===== src/rtl/core/daaq_pkg.sv =====
// shared constants and controller/datapath command type for the admission queue
// no dependencies
`timescale 1ns / 1ps

package daaq_pkg;

  // table geometry
  localparam int QUEUE_DEPTH = 16;
  localparam int IDX_W = $clog2(QUEUE_DEPTH);
  localparam int CNT_W = $clog2(QUEUE_DEPTH + 1);

  // field widths
  localparam int ID_W = 16;
  localparam int DIR_W = 3;
  localparam int GRANT_W = 5;
  localparam int CMP_W = (CNT_W > GRANT_W) ? CNT_W : GRANT_W;

  // grant limit after reset
  localparam logic [GRANT_W-1:0] RESET_GRANT_LIMIT = GRANT_W'(4);

  // mode codes
  localparam logic MODE_REQUEST = 1'b0;
  localparam logic MODE_RELEASE = 1'b1;

  // commands from controller to datapath
  typedef struct packed {
    logic load;    // capture the accepted item
    logic lookup;  // register the id search
    logic apply;   // update the table and register the result
  } daaq_cmd_t;

endpackage


===== src/rtl/core/daaq_datapath.sv =====
// waiting table, id search, conflict check, append and compaction
// depends on daaq_pkg
`timescale 1ns / 1ps

module daaq_datapath
  import daaq_pkg::*;
(
  input  logic               clk,
  input  logic               rst,
  input  daaq_cmd_t          cmd,
  input  logic               max_grants_we,
  input  logic [GRANT_W-1:0] max_grants,
  input  logic               mode,
  input  logic [ID_W-1:0]    requester_id,
  input  logic [DIR_W-1:0]   direction,
  output logic               answer,
  output logic               overflow
);

  logic [ID_W-1:0]    entry_ids [QUEUE_DEPTH];
  logic [DIR_W-1:0]   entry_dirs [QUEUE_DEPTH];
  logic [CNT_W-1:0]   entry_count;
  logic [GRANT_W-1:0] grant_limit;

  logic               item_mode;
  logic [ID_W-1:0]    item_id;
  logic [DIR_W-1:0]   item_dir;

  logic               found;
  logic [CNT_W-1:0]   pos;

  logic               match_found;
  logic [CNT_W-1:0]   match_pos;
  logic               full;
  logic [CNT_W-1:0]   grant_pos;
  logic               conflict;
  logic               grant;

  // grant limit register
  always_ff @(posedge clk) begin
    if (rst) begin
      grant_limit <= RESET_GRANT_LIMIT;
    end else if (max_grants_we) begin
      grant_limit <= max_grants;
    end
  end

  // item capture on transfer
  always_ff @(posedge clk) begin
    if (cmd.load) begin
      item_mode <= mode;
      item_id   <= requester_id;
      item_dir  <= direction;
    end
  end

  // first matching valid entry
  always_comb begin
    match_found = 1'b0;
    match_pos   = '0;
    for (int i = QUEUE_DEPTH - 1; i >= 0; i--) begin
      if (CNT_W'(i) < entry_count && entry_ids[i] == item_id) begin
        match_found = 1'b1;
        match_pos   = CNT_W'(i);
      end
    end
  end

  // search result register
  always_ff @(posedge clk) begin
    if (cmd.lookup) begin
      found <= match_found;
      pos   <= match_pos;
    end
  end

  // position used for the grant: listed entry or the append slot
  assign full      = (entry_count == CNT_W'(QUEUE_DEPTH));
  assign grant_pos = found ? pos : entry_count;

  // any entry ahead with another direction
  always_comb begin
    conflict = 1'b0;
    for (int i = 0; i < QUEUE_DEPTH; i++) begin
      if (CNT_W'(i) < grant_pos && entry_dirs[i] != item_dir) begin
        conflict = 1'b1;
      end
    end
  end

  assign grant = (CMP_W'(grant_pos) < CMP_W'(grant_limit)) && !conflict;

  // entry count
  always_ff @(posedge clk) begin
    if (rst) begin
      entry_count <= '0;
    end else if (cmd.apply) begin
      if (item_mode == MODE_REQUEST) begin
        if (!found && !full) begin
          entry_count <= entry_count + CNT_W'(1);
        end
      end else if (found) begin
        entry_count <= entry_count - CNT_W'(1);
      end
    end
  end

  // table update: append at the tail or close the gap on release
  always_ff @(posedge clk) begin
    if (cmd.apply) begin
      if (item_mode == MODE_REQUEST) begin
        if (!found && !full) begin
          entry_ids[entry_count[IDX_W-1:0]]  <= item_id;
          entry_dirs[entry_count[IDX_W-1:0]] <= item_dir;
        end
      end else if (found) begin
        for (int i = 0; i < QUEUE_DEPTH - 1; i++) begin
          if (CNT_W'(i) >= pos) begin
            entry_ids[i]  <= entry_ids[i+1];
            entry_dirs[i] <= entry_dirs[i+1];
          end
        end
      end
    end
  end

  // result register
  always_ff @(posedge clk) begin
    if (cmd.apply) begin
      if (item_mode == MODE_REQUEST) begin
        answer   <= (found || !full) && grant;
        overflow <= !found && full;
      end else begin
        answer   <= found;
        overflow <= 1'b0;
      end
    end
  end

endmodule


===== src/rtl/core/daaq_ctrl.sv =====
// sequencing of one item: capture, lookup, apply
// depends on daaq_pkg
`timescale 1ns / 1ps

module daaq_ctrl
  import daaq_pkg::*;
(
  input  logic      clk,
  input  logic      rst,
  input  logic      start,
  output logic      busy,
  output logic      done,
  output daaq_cmd_t cmd
);

  localparam logic [1:0] S_IDLE   = 2'd0;
  localparam logic [1:0] S_LOOKUP = 2'd1;
  localparam logic [1:0] S_APPLY  = 2'd2;

  logic [1:0] state;
  logic [1:0] state_next;
  logic       take;

  // a new item may enter while the previous one is applied
  assign busy = (state == S_LOOKUP);
  assign take = start && !busy;

  assign cmd.load   = take;
  assign cmd.lookup = (state == S_LOOKUP);
  assign cmd.apply  = (state == S_APPLY);

  // next state
  always_comb begin
    state_next = state;
    unique case (state)
      S_IDLE:   state_next = take ? S_LOOKUP : S_IDLE;
      S_LOOKUP: state_next = S_APPLY;
      S_APPLY:  state_next = take ? S_LOOKUP : S_IDLE;
      default:  state_next = S_IDLE;
    endcase
  end

  // state and result strobe
  always_ff @(posedge clk) begin
    if (rst) begin
      state <= S_IDLE;
      done  <= 1'b0;
    end else begin
      state <= state_next;
      done  <= (state == S_APPLY);
    end
  end

endmodule


===== src/rtl/core/direction_aware_admission_queue_unit.sv =====
// Direction-aware admission queue: an ordered table of (id, direction) pairs.
//
// Use: raise start with mode, requester_id and direction; the transfer takes
// place at an edge where busy is low. mode 0 requests access (the id is
// appended if unlisted), mode 1 releases it (entry removed, gap closed).
// The result is registered on answer and overflow in the apply step, marked
// by done, a one-cycle strobe; answer and overflow hold until the next item
// is applied. A new item can be accepted while the previous one is applied,
// not during its search: the parallel id search over the table registers
// comes first, then the conflict check and the append or shift. busy is
// high only during the search cycle. The user is to write max_grants through
// max_grants_we only while no item is in flight (the block does not enforce
// this); the grant limit resets to 4. Reset (rst, synchronous) empties the
// table; stored ids and directions are not cleared, only the entry count.
// The receiver cannot stall: done is a one-cycle strobe with no back-pressure.
// depends on daaq_pkg, daaq_ctrl, daaq_datapath
`timescale 1ns / 1ps

module direction_aware_admission_queue_unit
  import daaq_pkg::*;
(
  input  logic               clk,
  input  logic               rst,
  input  logic               start,
  output logic               busy,
  input  logic               mode,
  input  logic [ID_W-1:0]    requester_id,
  input  logic [DIR_W-1:0]   direction,
  input  logic               max_grants_we,
  input  logic [GRANT_W-1:0] max_grants,
  output logic               done,
  output logic               answer,
  output logic               overflow
);

  daaq_cmd_t cmd;

  // controller
  daaq_ctrl u_ctrl (
    .clk   (clk),
    .rst   (rst),
    .start (start),
    .busy  (busy),
    .done  (done),
    .cmd   (cmd)
  );

  // datapath
  daaq_datapath u_datapath (
    .clk           (clk),
    .rst           (rst),
    .cmd           (cmd),
    .max_grants_we (max_grants_we),
    .max_grants    (max_grants),
    .mode          (mode),
    .requester_id  (requester_id),
    .direction     (direction),
    .answer        (answer),
    .overflow      (overflow)
  );

endmodule

===== config.mk =====
export PLATFORM = sky130hd
export DESIGN_NAME = direction_aware_admission_queue_unit
export DESIGN_NICKNAME = d
export VERILOG_FILES = /design/src/rtl/core/daaq_pkg.sv /design/src/rtl/core/daaq_datapath.sv /design/src/rtl/core/daaq_ctrl.sv /design/src/rtl/core/direction_aware_admission_queue_unit.sv
export SDC_FILE = /design/constraint.sdc
export NUM_CORES = 1
export LEC_CHECK = 0
export CORE_UTILIZATION = 30
export CTS_BUF_LIST = sky130_fd_sc_hd__clkbuf_16
export CTS_CLUSTER_DIAMETER = 120
export DETAILED_ROUTE_END_ITERATION = 8
export DONT_BUFFER_PORTS = 1
export PLACE_DENSITY_LB_ADDON = 0.05
export SKIP_LAST_GASP = 1
export SLEW_MARGIN = 10
export SYNTH_ARGS = -nofsm -noshare
export SYNTH_HDL_FRONTEND = slang
export SYNTH_SLANG_ARGS = --single-unit
export TNS_END_PERCENT = 20

===== constraint.sdc =====
create_clock -name clk -period 2.5 [get_ports clk]
set_input_delay 0.25 -clock clk [delete_from_list [all_inputs] [get_ports clk]]
set_output_delay 0.25 -clock clk [all_outputs]
set_load 0.005 [all_outputs]

# After elaboration in Yosys (flattened, before gate mapping)
# Memory sizes are Yosys's and may differ from the RTL's.
# Index checks and enable logic that the tools add are counted.
# Widths: inputs -> output; s select.
# classes
addsub	2
magnitude_cmp	48
n_eq_ne	36
n_mux	124
n_reduce_logical	52
# op_table
cell	count
$eq 16x16->1	16
$mux 1	101
$lt 4x5->1 const A	16
$ne 3x3->1	16
$lt 3x5->1 const A	8
$mux 4	10
$logic_and 1x1->1	37
$ge 4x5->1 const A	7
$ge 3x5->1 const A	4
$lt 1x5->1 const A	4
$lt 2x5->1 const A	4
$mux 5	4
$mux 16	1
$reduce_or 16->1	1
$mux 3	5
$reduce_or 15->1	1
$ge 1x5->1 const A	2
$ge 2x5->1 const A	2
$reduce_or 8->1	1
$add 5x1->5 const B	1
$eq 5x5->1 const B	1
$lt 5x5->1	1
$sub 5x1->5 const B	1
$logic_not 1->1	4
other kinds (12)	14
# totals
register_bits	41
ram_bits	304
in_bits	29
output_inout_bits	4
word_cells	279
mem_count	2
# memory_table
name	depth	width	rd	rd_clocked_by_memory_dff	wr	line	source
u_datapath.entry_ids	16	16	16	0	15	daaq_datapath.sv:20	logic [ID_W-1:0] entry_ids [QUEUE_DEPTH];
u_datapath.entry_dirs	16	3	16	0	15	daaq_datapath.sv:21	logic [DIR_W-1:0] entry_dirs [QUEUE_DEPTH];

# Depth between registers and ports, before layout
# depth
word_depth	23
ltp_mapped	11
ltp_nobuf	8

# By module
# A second synthesis with hierarchy kept.
# unflattened
cells_unflattened	1365
area_unflattened_um2	18524.0
# modules_own_cells
mod	instances	cells_per_inst	area_per_inst_um2	seq_area_each_um2
daaq_datapath	1	1353	18405.2	10139.7
daaq_ctrl	1	12	118.9	60.1

# Worst setup path before layout
# No wires, ideal clock.
# synth_timing
path_type	reg2reg
start	register u_datapath.found
end	memory u_datapath.entry_dirs[14][0] (enable)
setup_time_ps	421
arrival_ps	2323
required_time_ps	2079
setup_slack_ps	-244
stages_incl_launch_ff	5
n_path_buf	1
synth_period_minus_slack_ps	2744
path_cell_list	edfxtp_1 > buf_6 > nor3_1 > nand3_1 > o21ai_0
# synth_lines
element	line	source
start, declared	daaq_datapath.sv:29	logic found;
start signal, assigned	daaq_datapath.sv:72	found <= match_found;
end, declared	daaq_datapath.sv:21	

# Worst setup path in the final report
# layout_timing
start	register u_datapath.item_id[0]
end	register u_datapath.pos[1], data pin
# layout_via
elab_chain_cells	16
elab_cells_between_ends	47
classes_between	eq/ne (16); mux (14); reduce/logical (17)
# layout_rtl
element	line	source
start, declared	daaq_datapath.sv:26	logic [ID_W-1:0] item_id;
start signal, assigned	daaq_datapath.sv:52	item_id <= requester_id;
$eq 16x16->1	daaq_datapath.sv:62	if (CNT_W'(i) < entry_count && entry_ids[i] == item_id) begin
$logic_and 1x1->1	daaq_datapath.sv:62	
$mux 4 (8 in series)	daaq_datapath.sv:62	
$mux 3 (4 in series)	daaq_datapath.sv:62	
$mux 2 (2 in series)	daaq_datapath.sv:62	
end signal, assigned	daaq_datapath.sv:73	pos <= match_pos;
end, declared	daaq_datapath.sv:30	logic [CNT_W-1:0] pos;
# Parallel ways exist; a longest one is shown, timed or not.
# A chain may end at the register's enable or synchronous reset.

==> results_dict.tcl <==
set metrics [dict create \
    yosysUniqueCellTypes 64 \
    syn2layout_area_growth_pct 23.7 \
    cp_num_buf_inv 2 \
    combPwrFrac_pct 9.2 \
    fmax_ghz 0.387 \
    synth_top_flop_cell "edfxtp_1" \
    slew_headroom_pct 49.1 \
    start_kind "flop" \
    synth-edff-count 331 \
    drive_gt1_share_pct 35.2 \
    routedWlPerCell_um 23.3 \
    hold_viol_final 0 \
    p_sw_mw 3.34 \
    power_density_nw_per_um2 606 \
    placed_area_um2 21200 \
    violations "negative setup slack" \
    synth-seq-area-share_pct 54.1 \
    io-pin-count 33 \
    drt_iter0_markers 577 \
    p_int_mw 10.8 \
    multi_input_area_um2 8020 \
    finalSetupViolCount 3 \
    grt_pass1_wl_um 85100 \
    drv_cap 0 \
    min_path_type "in2reg" \
    clock_path_buffers 3 \
    post-route-period-util_pct 103 \
    p_sw_share_pct 23.6 \
    ys_ff_latch 344 \
    cts_buffers 43 \
    grtUsageTotal_pct 18.4 \
    postLayoutCellArea_um2 23300 \
    crit_top_cell "buf_4" \
    crit_fanout 5 \
    clkSinkCount 344 \
    crit_path_end_kind "flop" \
    n_antenna_cell 0 \
    cp_top_family "compound AO/OA/AOI/OAI gates" \
    crit_slowest_cell "edfxtp_1" \
    power_frac_seq_pct 45.6 \
    yosysWarnings 0 \
    skew_ns 0.0151 \
    syn-cell-area_um2 18800 \
    hpwl_um 42900 \
    core-area_um2 61900 \
    synth_area_per_cell_um2 13.1 \
    route.vias.total 11700 \
    final_cells 2484 \
    synth_cells 1442 \
    cpPeakStageDelay_ns 0.51 \
    gp_congestion 0.811 \
    clock_latency_ns 0.58 \
    grt_setup_unrepaired "yes" \
    wirelength_um 57900 \
    final-seq-area_um2 10200 \
    cp.arrival_ns 2.89 \
    fin_util_pct 37.7 \
    cp.required_ns 2.80 \
    start_util_pct 30.4 \
    grt_max_degree 25 \
    grt_pass1_vias 12300 \
    tightest_slew_ns 0.764 \
    overflow 0 \
    die_w_um 253 \
    antenna_found_initial 0 \
    fin_crit_ns 2.59 \
    crit_chain "buf_4 -> xnor2_1 -> nand3_1 -> nor4_2 -> buf_4 -> a2bb2o_1 -> a311oi_2 -> nor3_4 -> o311ai_2 -> a311oi_1" \
    firstDrtPassIters 4 \
    die_h_um 253 \
    nets 1650 \
    ant_nets 0 \
    p_leak_nw 8.37 \
    syn_nets 1480 \
    cts_tree "yes" \
    ir_worst_vdd_mv 0.427 \
    viasPerCell 4.70 \
    worstSetupPathType "reg2reg" \
    status "finished, violations left" \
    cts-htree-levels 2 \
    io_buffers 0 \
    ctsRootBufferMaster "clkbuf_16" \
    drc_errors 0 \
    dp_cells 2360 \
    pwr-share-clk_pct 45.2 \
    clkTransAtPathRegs_ns 0.06 \
    die_area_um2 63800 \
    async_flop_share_pct 0 \
    nFillCells 6082 \
    final.setup.worst_slack_ns -0.0862 \
    report.final.slew_viol_count 0 \
    rows 91 \
]
-- metrics by stage --
step	total power [mW]	hold WS, ns	TNS, ns	setup WS, ns
floorplan	7.35	0.323	-18.31	-0.244
global placement	7.79	0.326	-1.24	-0.353
detailed placement	7.79	0.327	-1.19	-0.408
CTS	14.4	0.242	-0.394	-0.0832
global route	14.6	0.278	-2.73	-0.176
finish	14.1	0.255	-0.126	-0.0862
-- final timing paths --
path | startpoint | to | slack (ns) | depth (start not counted)
worst min register to register | u_ctrl.state[0] | u_ctrl.state[0] | 0.44 | 1
worst max register to register | u_datapath.item_id[0] | u_datapath.pos[1] | -0.09 | 10
worst min-delay path | start | u_datapath.item_mode | 0.25 | 2
worst max-delay path | u_datapath.item_id[0] | u_datapath.pos[1] | -0.09 | 10
-- flip-flops by register name, indices dropped and copies added, names as in the netlist --
register                flops
u_datapath.entry_dirs      48
u_datapath.item_mode        1
u_datapath.answer           1
u_datapath.item_dir         3
u_datapath.item_id         16
u_datapath.pos              4
u_datapath.entry_count      5
u_datapath.overflow         1
u_datapath.grant_limit      5
u_datapath.found            1
u_datapath.entry_ids      256
u_ctrl.done                 1
u_ctrl.state                2
-- kinds of logic after synthesis --
| logic type | synth area share, % |
|---|---|
| compound gates | 3.14 |
| mux | 15.6 |
| flops | 54.1 |
| xor+xnor | 14.1 |
| buf+inv | 4.67 |
| simple gates | 7.83 |
| fa+ha+maj | 0.597 |
-- layout make-up --
class,instances,share of cell area [%]
Clock buffer,45,4.83
Multi-Input combinational cell,955,34.4
Sequential cell,344,43.7
Inverter,21,0.338
Tap cell,837,4.49
Timing Repair Buffer,247,11.0
Clock inverter,35,1.26
-- cell usage in the layout, fill, tap and decap left out, types with 4 or more instances in the layout --
cell,count
xor2_2,5
nand2_1,145
nor2_2,4
nor3_1,11
mux2i_1,7
dfxtp_1,13
a21o_1,9
inv_1,30
buf_6,6
buf_12,45
ha_1,9
nor4_1,32
a21oi_1,10
o21ai_0,12
nor3b_1,4
xnor2_1,112
and2_1,4
nand4_1,31
edfxtp_1,331
nand2b_1,5
clkinv_1,10
mux2_4,10
buf_4,162
nor4_2,12
o211ai_1,6
nor2_1,25
clkbuf_16,45
bufinv_16,5
nand3_1,14
xor2_1,184
a211oi_1,5
mux2_2,235
nor3_2,4
clkinv_2,9
dlygate4sd3_1,31
-- cells in the mapped netlist, types with 2 or more instances --
cell type	n	area share [%]
inv_1	21	0.42
nand2b_1	5	0.17
a21oi_1	12	0.32
buf_4	14	0.56
a211o_1	2	0.093
ha_1	9	0.60
mux2i_1	7	0.37
nor2_1	29	0.58
nand3_1	14	0.37
a211oi_1	6	0.24
dfxtp_1	13	1.4
edfxtp_1	331	53
clkbuf_1	37	0.74
nand4_1	31	1.0
nor4_1	44	1.5
a32oi_1	2	0.093
nor2b_1	2	0.066
nor3_2	2	0.11
o211ai_1	6	0.24
o21ai_0	16	0.42
a311oi_1	2	0.093
a21o_1	9	0.36
and2_1	4	0.13
nand2_1	145	2.9
buf_2	38	1.0
mux2_2	235	14
a31o_2	2	0.093
nor3b_1	4	0.16
mux2i_4	2	0.24
nor3_1	15	0.40
buf_6	31	1.9
xor2_1	189	8.8
o21a_1	2	0.080
mux2_1	2	0.12
o31ai_1	4	0.16
or3_1	3	0.10
a2111oi_2	2	0.16
mux2_4	10	0.80
xnor2_1	114	5.3
a31oi_1	2	0.066
-- power groups by stage --
stage	logic (mW)	registers (mW)	clock network, mW
6_report	1.30	6.45	6.39
5_1_grt	1.41	6.45	6.76
4_1_cts	1.31	6.45	6.59
3_5_place_dp	1.21	6.57	0
3_3_place_gp	1.22	6.57	0
2_1_floorplan	0.807	6.54	0
-- layer usage --
layer / track usage, % / up-vias / share of wire (%)
met5: 0 / - / 0
met2: 31.2 / 173 / 48
met4: 5.44 / 0 / 2.6
li1: - / 5517 / -
met1: 24.4 / 5901 / 47
met3: 2.25 / 83 / 2.8
-- what timing repair did --
action                                 in CTS  in global routing
resized for setup                          32                 21
pin swaps                                  18                  6
endpoints found under the hold margin      33                  0
hold buffers                               31                  0
cloned                                      1                  0
setup endpoints to repair                  13                151
setup buffers                               8                  5
(Power assumes the default switching activity.)
